===== config.mk =====
export PLATFORM = sky130hd
export DESIGN_NAME = base64_stream_decoder
export DESIGN_NICKNAME = d
export VERILOG_FILES = /design/src/sv/b64sd_pkg.sv /design/src/sv/b64sd_decode.sv /design/src/sv/b64sd_serial.sv /design/src/sv/base64_stream_decoder.sv
export VERILOG_INCLUDE_DIRS = /design/src /design/src/sv
export SDC_FILE = /design/constraint.sdc
export NUM_CORES = 1
export LEC_CHECK = 0
export ABC_AREA = 1
export ABC_CLOCK_PERIOD_IN_PS = 5800
export BUFFER_PORTS_ARGS = -buffer_cell sky130_fd_sc_hd__buf_2
export CAP_MARGIN = 20
export CORE_ASPECT_RATIO = 2
export CORE_MARGIN = 2
export CORE_UTILIZATION = 62
export DETAILED_ROUTE_END_ITERATION = 16
export PLACE_DENSITY_LB_ADDON = 0.3
export SLEW_MARGIN = 15
export SYNTH_ARGS = -nofsm -noshare
export SYNTH_HDL_FRONTEND = slang
export SYNTH_SLANG_ARGS = --single-unit

===== constraint.sdc =====
create_clock -name clk -period 5.8 [get_ports clk]
set_input_delay 1.16 -clock clk [delete_from_list [all_inputs] [get_ports clk]]
set_output_delay 1.16 -clock clk [all_outputs]
set_load 0.005 [all_outputs]

===== src/sv/assert_macros.svh =====
// ----------------------------------------------------------------------------
// assert_macros.svh
// Assertion helpers shared by the decoder modules.
// ----------------------------------------------------------------------------
`ifndef ASSERT_MACROS_SVH
`define ASSERT_MACROS_SVH

`ifndef SYNTHESIS

// The expression must hold at every clock edge outside reset.
`define ASSERT_ALWAYS(lbl, clk, rst, expr) \
  lbl: assert property (@(posedge clk) disable iff (rst) (expr)) \
    else $error("assertion failed");

// When ante holds, cons must hold at the next clock edge.
`define ASSERT_NEXT(lbl, clk, rst, ante, cons) \
  lbl: assert property (@(posedge clk) disable iff (rst) (ante) |=> (cons)) \
    else $error("assertion failed");

`else

`define ASSERT_ALWAYS(lbl, clk, rst, expr)
`define ASSERT_NEXT(lbl, clk, rst, ante, cons)

`endif

`endif


===== src/sv/b64sd_pkg.sv =====
// ----------------------------------------------------------------------------
// b64sd_pkg
// Types, constants and the character map of the base64 stream decoder.
// ----------------------------------------------------------------------------
package b64sd_pkg;

  localparam logic [7:0] CHAR_CR = 8'h0D;
  localparam logic [7:0] CHAR_LF = 8'h0A;

  localparam logic [5:0] SEXTET_62 = 6'd62;
  localparam logic [5:0] SEXTET_63 = 6'd63;

  // One finished group handed from the decode stage to the byte serializer.
  // data[0] is sent first (the high byte of the 24-bit word).
  typedef struct packed {
    logic [2:0][7:0] data;
    logic [1:0]      cnt;
    logic            msg_end;
  } group_t;

  // Maps one character to its sextet. Unknown codes, '=' included, give 0.
  function automatic logic [5:0] sextet_of(input logic [7:0] c);
    logic [7:0] v;
    case (c) inside
      [8'h41:8'h5A]:        v = c - 8'h41;
      [8'h61:8'h7A]:        v = c - 8'h47;
      [8'h30:8'h39]:        v = c + 8'h04;
      8'h2B, 8'h2D, 8'h2E:  v = {2'b00, SEXTET_62};
      8'h2C, 8'h2F, 8'h5F:  v = {2'b00, SEXTET_63};
      default:              v = 8'h00;
    endcase
    return v[5:0];
  endfunction

endpackage


===== src/sv/b64sd_decode.sv =====
// ----------------------------------------------------------------------------
// b64sd_decode
// Group state, sextet packing and length limiting for one character per beat.
// ----------------------------------------------------------------------------
`include "assert_macros.svh"

module b64sd_decode #(
  parameter int LEN_BITS = 24
) (
  input  logic                 clk,
  input  logic                 rst,
  input  logic                 in_fire,
  input  logic [7:0]           enc_char,
  input  logic                 first_of_message,
  input  logic [LEN_BITS-1:0]  decoded_len,
  output logic                 completes,
  output logic                 grp_load,
  output b64sd_pkg::group_t    grp
);

  logic [17:0]         sextet_accum;
  logic [1:0]          group_pos;
  logic [LEN_BITS-1:0] bytes_done;

  logic [17:0]         acc_eff;
  logic [1:0]          gp_eff;
  logic [LEN_BITS-1:0] bd_eff;
  logic [5:0]          sx;
  logic                skip;
  logic [23:0]         word;
  logic [LEN_BITS-1:0] rem;
  logic [1:0]          n;

  // A first-of-message beat sees the cleared state.
  assign acc_eff = first_of_message ? 18'd0 : sextet_accum;
  assign gp_eff  = first_of_message ? 2'd0 : group_pos;
  assign bd_eff  = first_of_message ? '0 : bytes_done;

  assign sx        = b64sd_pkg::sextet_of(enc_char);
  assign skip      = (gp_eff == 2'd0) &&
                     (enc_char == b64sd_pkg::CHAR_CR || enc_char == b64sd_pkg::CHAR_LF);
  assign completes = (gp_eff == 2'd3);
  assign word      = {acc_eff, sx};

  always_comb begin
    rem = (bd_eff < decoded_len) ? (decoded_len - bd_eff) : '0;
    if (rem >= LEN_BITS'(3)) begin
      n = 2'd3;
    end else begin
      n = rem[1:0];
    end
  end

  assign grp_load     = in_fire && completes;
  assign grp.data[0]  = word[23:16];
  assign grp.data[1]  = word[15:8];
  assign grp.data[2]  = word[7:0];
  assign grp.cnt      = n;
  assign grp.msg_end  = (n != 2'd0) && (rem <= LEN_BITS'(3));

  always_ff @(posedge clk) begin
    if (rst) begin
      sextet_accum <= '0;
      group_pos    <= '0;
      bytes_done   <= '0;
    end else if (in_fire) begin
      if (skip) begin
        sextet_accum <= acc_eff;
        group_pos    <= gp_eff;
        bytes_done   <= bd_eff;
      end else if (!completes) begin
        sextet_accum <= {acc_eff[11:0], sx};
        group_pos    <= gp_eff + 2'd1;
        bytes_done   <= bd_eff;
      end else begin
        sextet_accum <= '0;
        group_pos    <= '0;
        bytes_done   <= bd_eff + LEN_BITS'(n);
      end
    end
  end

  `ASSERT_NEXT(a_group_clears, clk, rst, grp_load, group_pos == 2'd0 && sextet_accum == 18'd0)
  `ASSERT_NEXT(a_skip_holds_pos, clk, rst, in_fire && skip, group_pos == 2'd0)
  `ASSERT_ALWAYS(a_msg_end_has_bytes, clk, rst, !(grp_load && grp.msg_end && grp.cnt == 2'd0))

endmodule


===== src/sv/b64sd_serial.sv =====
// ----------------------------------------------------------------------------
// b64sd_serial
// Holds one decoded group and sends its bytes out one beat at a time.
// ----------------------------------------------------------------------------
`include "assert_macros.svh"

module b64sd_serial (
  input  logic              clk,
  input  logic              rst,
  input  logic              grp_load,
  input  b64sd_pkg::group_t grp,
  output logic              busy,
  output logic              out_valid,
  input  logic              out_stall,
  output logic [7:0]        out_byte,
  output logic              last_of_group,
  output logic              last_of_message
);

  logic [7:0] b0;
  logic [7:0] b1;
  logic [7:0] b2;
  logic [1:0] cnt;
  logic       msg_end;
  logic       out_fire;

  assign out_valid       = (cnt != 2'd0);
  assign out_fire        = out_valid && !out_stall;
  assign out_byte        = b0;
  assign last_of_group   = (cnt == 2'd1);
  assign last_of_message = (cnt == 2'd1) && msg_end;

  // Free for a new group once the last held byte leaves in this cycle.
  assign busy = (cnt > 2'd1) || ((cnt == 2'd1) && out_stall);

  always_ff @(posedge clk) begin
    if (rst) begin
      cnt <= '0;
    end else if (grp_load) begin
      cnt <= grp.cnt;
    end else if (out_fire) begin
      cnt <= cnt - 2'd1;
    end
  end

  always_ff @(posedge clk) begin
    if (grp_load) begin
      b0      <= grp.data[0];
      b1      <= grp.data[1];
      b2      <= grp.data[2];
      msg_end <= grp.msg_end;
    end else if (out_fire) begin
      b0 <= b1;
      b1 <= b2;
    end
  end

  `ASSERT_ALWAYS(a_no_overrun, clk, rst, !(grp_load && busy))
  `ASSERT_NEXT(a_drain_step, clk, rst, out_fire && !grp_load, cnt == $past(cnt) - 2'd1)
  `ASSERT_NEXT(a_load_count, clk, rst, grp_load, cnt == $past(grp.cnt))

endmodule


===== src/sv/base64_stream_decoder.sv =====
// ----------------------------------------------------------------------------
// base64_stream_decoder
// Streaming base64 decoder: one encoded character in, up to three bytes out.
// ----------------------------------------------------------------------------
//  channel  | handshake            | payload
//  ---------+----------------------+--------------------------------------------
//  in       | in_valid / in_stall  | enc_char, first_of_message
//  out      | out_valid / out_stall| out_byte, last_of_group, last_of_message
//  config   | cfg_wr_en            | cfg_wr_data (decoded length)
//
// A character beat is taken every cycle unless in_stall holds it; the group
// state and, for a finished group, the output buffer update in the same cycle.
// A fourth character of a group waits only while the buffer still holds more
// than one byte, or its last byte is stalled; three bytes per four characters
// keep the average at one character per cycle while the output is not stalled.
// Synchronous reset clears the group state, byte count, buffer and length.
// ----------------------------------------------------------------------------
module base64_stream_decoder #(
  parameter int LEN_BITS = 24
) (
  input  logic                clk,
  input  logic                rst,
  input  logic                in_valid,
  output logic                in_stall,
  input  logic [7:0]          enc_char,
  input  logic                first_of_message,
  output logic                out_valid,
  input  logic                out_stall,
  output logic [7:0]          out_byte,
  output logic                last_of_group,
  output logic                last_of_message,
  input  logic                cfg_wr_en,
  input  logic [LEN_BITS-1:0] cfg_wr_data
);

  logic [LEN_BITS-1:0] decoded_len;
  logic                in_fire;
  logic                completes;
  logic                grp_load;
  logic                busy;
  b64sd_pkg::group_t   grp;

  always_ff @(posedge clk) begin
    if (rst) begin
      decoded_len <= '0;
    end else if (cfg_wr_en) begin
      decoded_len <= cfg_wr_data;
    end
  end

  // Only a beat that finishes a group needs room in the output buffer.
  assign in_stall = busy && completes;
  assign in_fire  = in_valid && !in_stall;

  b64sd_decode #(
    .LEN_BITS(LEN_BITS)
  ) u_decode (
    .clk              (clk),
    .rst              (rst),
    .in_fire          (in_fire),
    .enc_char         (enc_char),
    .first_of_message (first_of_message),
    .decoded_len      (decoded_len),
    .completes        (completes),
    .grp_load         (grp_load),
    .grp              (grp)
  );

  b64sd_serial u_serial (
    .clk             (clk),
    .rst             (rst),
    .grp_load        (grp_load),
    .grp             (grp),
    .busy            (busy),
    .out_valid       (out_valid),
    .out_stall       (out_stall),
    .out_byte        (out_byte),
    .last_of_group   (last_of_group),
    .last_of_message (last_of_message)
  );

endmodule


* Word-level counts from Yosys, hierarchy flattened
Index checks and enable logic that the tools add are counted.
W data, S select, Z words.
** Storage, ports and cells
- Flip-flop bits (word level) :: 95
- Bits of input ports :: 38
- Logic and storage cells :: 79
** Operators by class
- Add/subtract/negate cells :: 7
- Magnitude comparators :: 10
- Eq/ne operators :: 10
- Muxes and demuxes :: 22
- Reductions and logical operators :: 21
** Operators with widths (number)
- $mux W24 :: 4
- $mux W18 :: 3
- $eq A8 B6 Y1 const B :: 5
- $mux W8 :: 4
- $mux W6 :: 5
- $add A24 B2 Y24 :: 1
- $ge A24 B2 Y1 const B :: 1
- $le A24 B2 Y1 const B :: 1
- $lt A24 B24 Y1 :: 1
- $sub A24 B24 Y24 :: 1
- $eq A8 B4 Y1 const B :: 2
- $ge A8 B7 Y1 const B :: 2
- $le A8 B7 Y1 const B :: 2
- $mux W2 :: 6
- $logic_and A1 B1 Y1 :: 11
- $eq A8 B7 Y1 const B :: 1
- $ge A8 B6 Y1 const B :: 1
- $le A8 B6 Y1 const B :: 1
- $add A6 B3 Y6 const B :: 1
- $reduce_bool A2 Y1 :: 3
- $reduce_or A3 Y1 :: 2
- $sub A6 B1 Y6 const B :: 1
- $sub A6 B3 Y6 const B :: 1
- $add A2 B1 Y2 const B :: 1
- 7 further kinds :: 9

* Logic depth before layout (Yosys ltp)
- Depth after elaboration :: 9
- Gate-level depth with buffers :: 31

* Cells and area by module
From an unflattened synthesis, not the netlist that was laid out.
** Second synthesis, totals
- Cell total of the unflattened synthesis :: 1189
- Area, all modules :: 7343.3 um2
** By module, submodules not included
- b64sd_decode :: instances 1, cells each 926, area each 5197.5 um2, sequential area each 880.8 um2
- b64sd_serial :: instances 1, cells each 107, area each 1146.1 um2, sequential area each 790.8 um2
- base64_stream_decoder :: instances 1, cells each 156, area each 999.7 um2, sequential area each 480.5 um2

* Worst setup path before layout
OpenSTA, ideal clock, no wires.
- Kind :: input-to-reg
- From :: input first_of_message
- To :: register u_decode.bytes_done[20]
- Setup time :: 0.128 ns
- Arrival time :: 4.495 ns
- Data required time :: 5.672 ns
- Path slack :: 1.177 ns
- Cell stages on the path :: 30
- Path buffers :: 2
- Cell sequence :: inv_1 > buf_4 > clkbuf_1 > nand2_1 > ha_1 > nand2_2 > nor2_2 > inv_2 > nor2_2 > nand2_2 > nand2_1 > nand2_1 > nand2_2 > nand2_4 > inv_4 > nand2_2 > nand2_2 > a21oi_4 > nand3_1 > ha_1 > inv_1 > fa_1 > inv_1 > nand3_2 > nor2_1 > nand3_1 > nor2_1 > nand4_1 > xnor2_1 > nor2_1
** On the way
- Word-level cells in the longest chain between the ends :: 8
- Elaborated cells between the ends (all ways) :: 16
- Classes of those cells :: 2 x add/sub; 2 x order compare; 1 x eq/ne; 6 x mux; 5 x reduce/logical
** RTL lines
- start, declared :: RTL line base64_stream_decoder.sv:26 : input logic first_of_message,
- $mux W24 :: RTL line b64sd_decode.sv:37 : assign bd_eff = first_of_message ? '0 : bytes_done;
- $sub A24 B24 Y24 / $lt A24 B24 Y1 (equally long branches) :: RTL line b64sd_decode.sv:46 : rem = (bd_eff < decoded_len) ? (decoded_len - bd_eff) : '0;
- $mux W24 :: RTL line b64sd_decode.sv:46
- $ge A24 B2 Y1 :: RTL line b64sd_decode.sv:47 : if (rem >= LEN_BITS'(3)) begin
- $mux W2 :: RTL line b64sd_decode.sv:47
- $add A24 B2 Y24 :: RTL line b64sd_decode.sv:78 : bytes_done <= bd_eff + LEN_BITS'(n);
- $mux W24 :: RTL line b64sd_decode.sv:71 : end else if (!completes) begin
- $mux W24 :: RTL line b64sd_decode.sv:67 : if (skip) begin
- end signal, assigned :: RTL line b64sd_decode.sv:78
- end, declared :: RTL line b64sd_decode.sv:23 : logic [LEN_BITS-1:0] bytes_done;
Parallel ways exist; a longest one is shown, timed or not.
A chain may end at the register's enable or synchronous reset.

* Worst setup path in the final report
- From :: input first_of_message
- To :: register u_decode.bytes_done[18]
The elaborated chain is that of the path after synthesis.

==> qor.csv <==
stage,metric,value,unit
critical_path,CP max FO,12,
timing,final setup vio count,0,
power,Pwr per Cell Area,235,mW/mm^2
power,clock share of power,33.8,%
clock_tree,CTS tree,built,
route,DR vias,7025,
route,Vias/cell,5.53,
clock_tree,post-CTS sizing,0,
critical_path,startpoint type of the worst setup path,input pin,
timing,Max Freq,200,MHz
route,DRC viols,0,
power,internal power component,1.18,mW
synth,Synth area leader,dfxtp_1,
synth,Syn Inst Count,1085,
synth,"FFs w/ async S/R, synth",0,%
timing,Worst Max-Slew Pin Slew,0.775,ns
placed_design,Port Buffers,49,
critical_path,RR Startpoint,u_decode.bytes_done[0],
route,first drt pass iteration count,5,
synth,Yosys reg bits,95,
power,Logic pwr share,25.8,%
synth,post-synthesis average cell area,6.52,um^2
finish,layout cells sized above 1,11.9,%
placed_design,HPWL after detailed placement,15.7,mm
power,Flop pwr share,40.4,%
worst_hold_path,hold crit path type,flip-flop to flip-flop,
critical_path,Setup crit end kind,flip-flop,
grt,gr usage total,33.5,%
grt,first-pass GRT wire length,32.1,mm
floorplan,I/O pins,50,
synth,Synth Cell Area,0.00708,mm^2
clock_tree,TritonCTS Buffers,9,
route,drt total wl,19.9,mm
finish,# fillers,1055,
finish,Layout area overhead,9.37,%
outcome,status,"finished, final reports clean",
clock_tree,CTS Root Cell,clkbuf_16,
route,DR WL/cell,15.6,um
clock_tree,CTS Hold Bufs,0,
critical_path,cell mode on critical path,nand2_1,
power,cell leakage power,3.75,nW
job,Max-Cap Viols,0,
finish,finished layout cell area,0.00774,mm^2
placed_design,RD Place Congestion,1.00,
synth,most frequent cell after synthesis,nand2_1,
grt,grt ovf,0,
route,drt first-iter violations,371,
grt,initial antenna violation count,0,
critical_path,critical path startpoint,first_of_message,
timing,Final Critical Period,5.00,ns
clock_tree,clock slew seen by the registers of the worst setup and hold paths,0.07,ns
floorplan,CORE AREA,0.0112,mm^2
critical_path,Crit path required time,6.02,ns
critical_path,CP max stage cell,a21oi_1,
clock_tree,Max H-tree Level,3,
finish,# nets final,1203,
grt,vias in the first global route,6994,
power,Sw Pwr,0.636,mW
floorplan,Rows,55,
timing,final cycle utilization of the critical path,86.1,%
worst_hold_path,startpoint of the worst hold path,u_decode.group_pos[0],
clock_tree,clk sinks,95,
clock_tree,CTS Buffer Depth,2,
timing,relative slew slack,48.0,%
synth,Syn Nets,1165,
clock_tree,worst skew pair latency,0.36,ns
critical_path,Max stage delay on crit path,0.36,ns
synth,Post-synth EDFFs,25,
synth,Area contributors post-synth,"dfxtp_1 20%, nand2_1 15%, edfxtp_1 11%",
finish,total area of sequential cells,0.00215,mm^2
floorplan,overall die height,155,um
synth,register area share after synthesis,30.4,%
synth,Yosys top cell area share,19.8,%
timing,final slew viol count,0,
timing,Fin. Hold Viols,0,
finish,Antenna Cells,0,
synth,Main synth FF type,dfxtp_1,
power,PnR Total Power,1.82,mW
critical_path,crit path kind,input pin to flip-flop,
floorplan,Die Wd,79.6,um
timing,Fin Setup TNS,0,ns
synth,most instantiated cells after synthesis,"282 x nand2_1, 169 x inv_1, 138 x nor2_1",
placed_design,placed cell area,0.00743,mm^2
power,Max IR drop VDD,0.220,mV
timing,unrepaired setup endpoints after global routing,no,
synth,YS warnings,0,
timing,Worst Skew,0.0168,ns
floorplan,Total Die Area,0.0123,mm^2
route,DRT antenna net count,0,
critical_path,CP arrival,5.22,ns
floorplan,Starting Density,63.1,%
power,switching part of the total,35.0,%
synth,Yosys cell types,50,
grt,largest net degree at the start of global routing,51,
finish,Multi-input gate area,0.00411,mm^2
clock_tree,Post-CTS Setup Bufs,0,
## registers in the layout, indices dropped and copies added (netlist names), 2 cells and up
register,flops
decoded_len,24
u_decode.bytes_done,24
u_decode.sextet_accum,18
u_serial.b1,8
u_serial.b2,8
u_serial.out_byte,8
u_decode.group_pos,2
u_serial.cnt,2
## cells in the final DEF (no fill, tap or decap), types with 3 or more instances in the layout
master       n
ha_1        40
o21ai_1      6
a21oi_2      3
dfxtp_1     70
nor3b_1      3
nor2_4       5
nor2_1     138
nand2_2     20
xor2_1      11
o221ai_1    12
nand3_1     47
edfxtp_1    25
inv_1      169
nand3_2      3
a31oi_1      3
o211ai_1    12
nand4_1     15
nor4_1       5
nor2_2       7
o21ai_0     71
clkbuf_16    9
clkinv_8     3
buf_4        8
inv_2       11
nand3b_1     7
xnor2_1     11
buf_2       49
nand2_1    282
a21oi_1     43
nor3_1      12
## per-stage QoR
| stage | hold WS, ns | instances | worst slack (ns) | util, % |
|---|---|---|---|---|
| after floorplan | 0.437 | 1085 | 1.18 | - |
| after global routing | 0.512 | 1270 | 0.529 | 69.0 |
| after global placement | 0.451 | 1254 | 0.566 | 66.3 |
| after CTS | 0.478 | 1270 | 0.871 | 69.0 |
| final | 0.478 | 1270 | 0.804 | 69.0 |
| after detailed placement | 0.467 | 1254 | 0.531 | 66.3 |
## cells by family (layout without fill, tap and decap cells)
logic type	count (synthesis)	count (layout)	synth area share, %
AO/OA/AOI/OAI	161	161	13.4
XOR/XNOR	22	22	2.72
adder cells (fa/ha/maj)	42	42	7.64
buffers and inverters	213	256	11.6
flip-flops	95	95	30.4
multiplexers	1	1	0.159
AND/OR/NAND/NOR	551	551	34.1
## power by group through the flow
stage / clock (mW) / sequential, mW / combinational, mW
CTS: 0.616 / 0.735 / 0.465
detailed placement: 0 / 0.750 / 0.464
global route: 0.644 / 0.739 / 0.527
floorplan: 0 / 0.746 / 0.337
global placement: 0 / 0.750 / 0.457
finish: 0.616 / 0.735 / 0.469
## worst paths after layout
path                                                end  slack, ns  cells past startpoint
worst max-delay path            u_decode.bytes_done[18]       0.80                     28
worst max register to register  u_decode.bytes_done[18]       1.66                     29
worst min-delay path              u_decode.group_pos[0]       0.48                      2
worst min register to register    u_decode.group_pos[0]       0.48                      2
## critical path, delay by kind of cell
kind,cells,cell delay [ns]
AO/OA/AOI/OAI,1,0.36
AND/OR/NAND/NOR,16,1.73
adder cells (fa/ha/maj),3,0.87
buffers and inverters,7,0.89
XOR/XNOR,1,0.18
## routing by layer
| metal | vias up | track usage, % | routed length, um |
|---|---|---|---|
| met4 | 0 | 21.1 | 1250 |
| met5 | - | 0 | 0 |
| met3 | 72 | 3.83 | 592 |
| li1 | 3543 | - | - |
| met1 | 3211 | 30.4 | 6700 |
| met2 | 199 | 66.5 | 11300 |
## cell type report
| cell class | instances | share of cell area, % |
|---|---|---|
| Sequential cell | 95 | 27.8 |
| Multi-Input combinational cell | 777 | 53.1 |
| Inverter | 183 | 8.90 |
| Tap cell | 142 | 2.29 |
| Clock inverter | 7 | 1.10 |
| Timing Repair Buffer | 57 | 3.94 |
| Clock buffer | 9 | 2.91 |
Power figures use the tool's default switching activity.
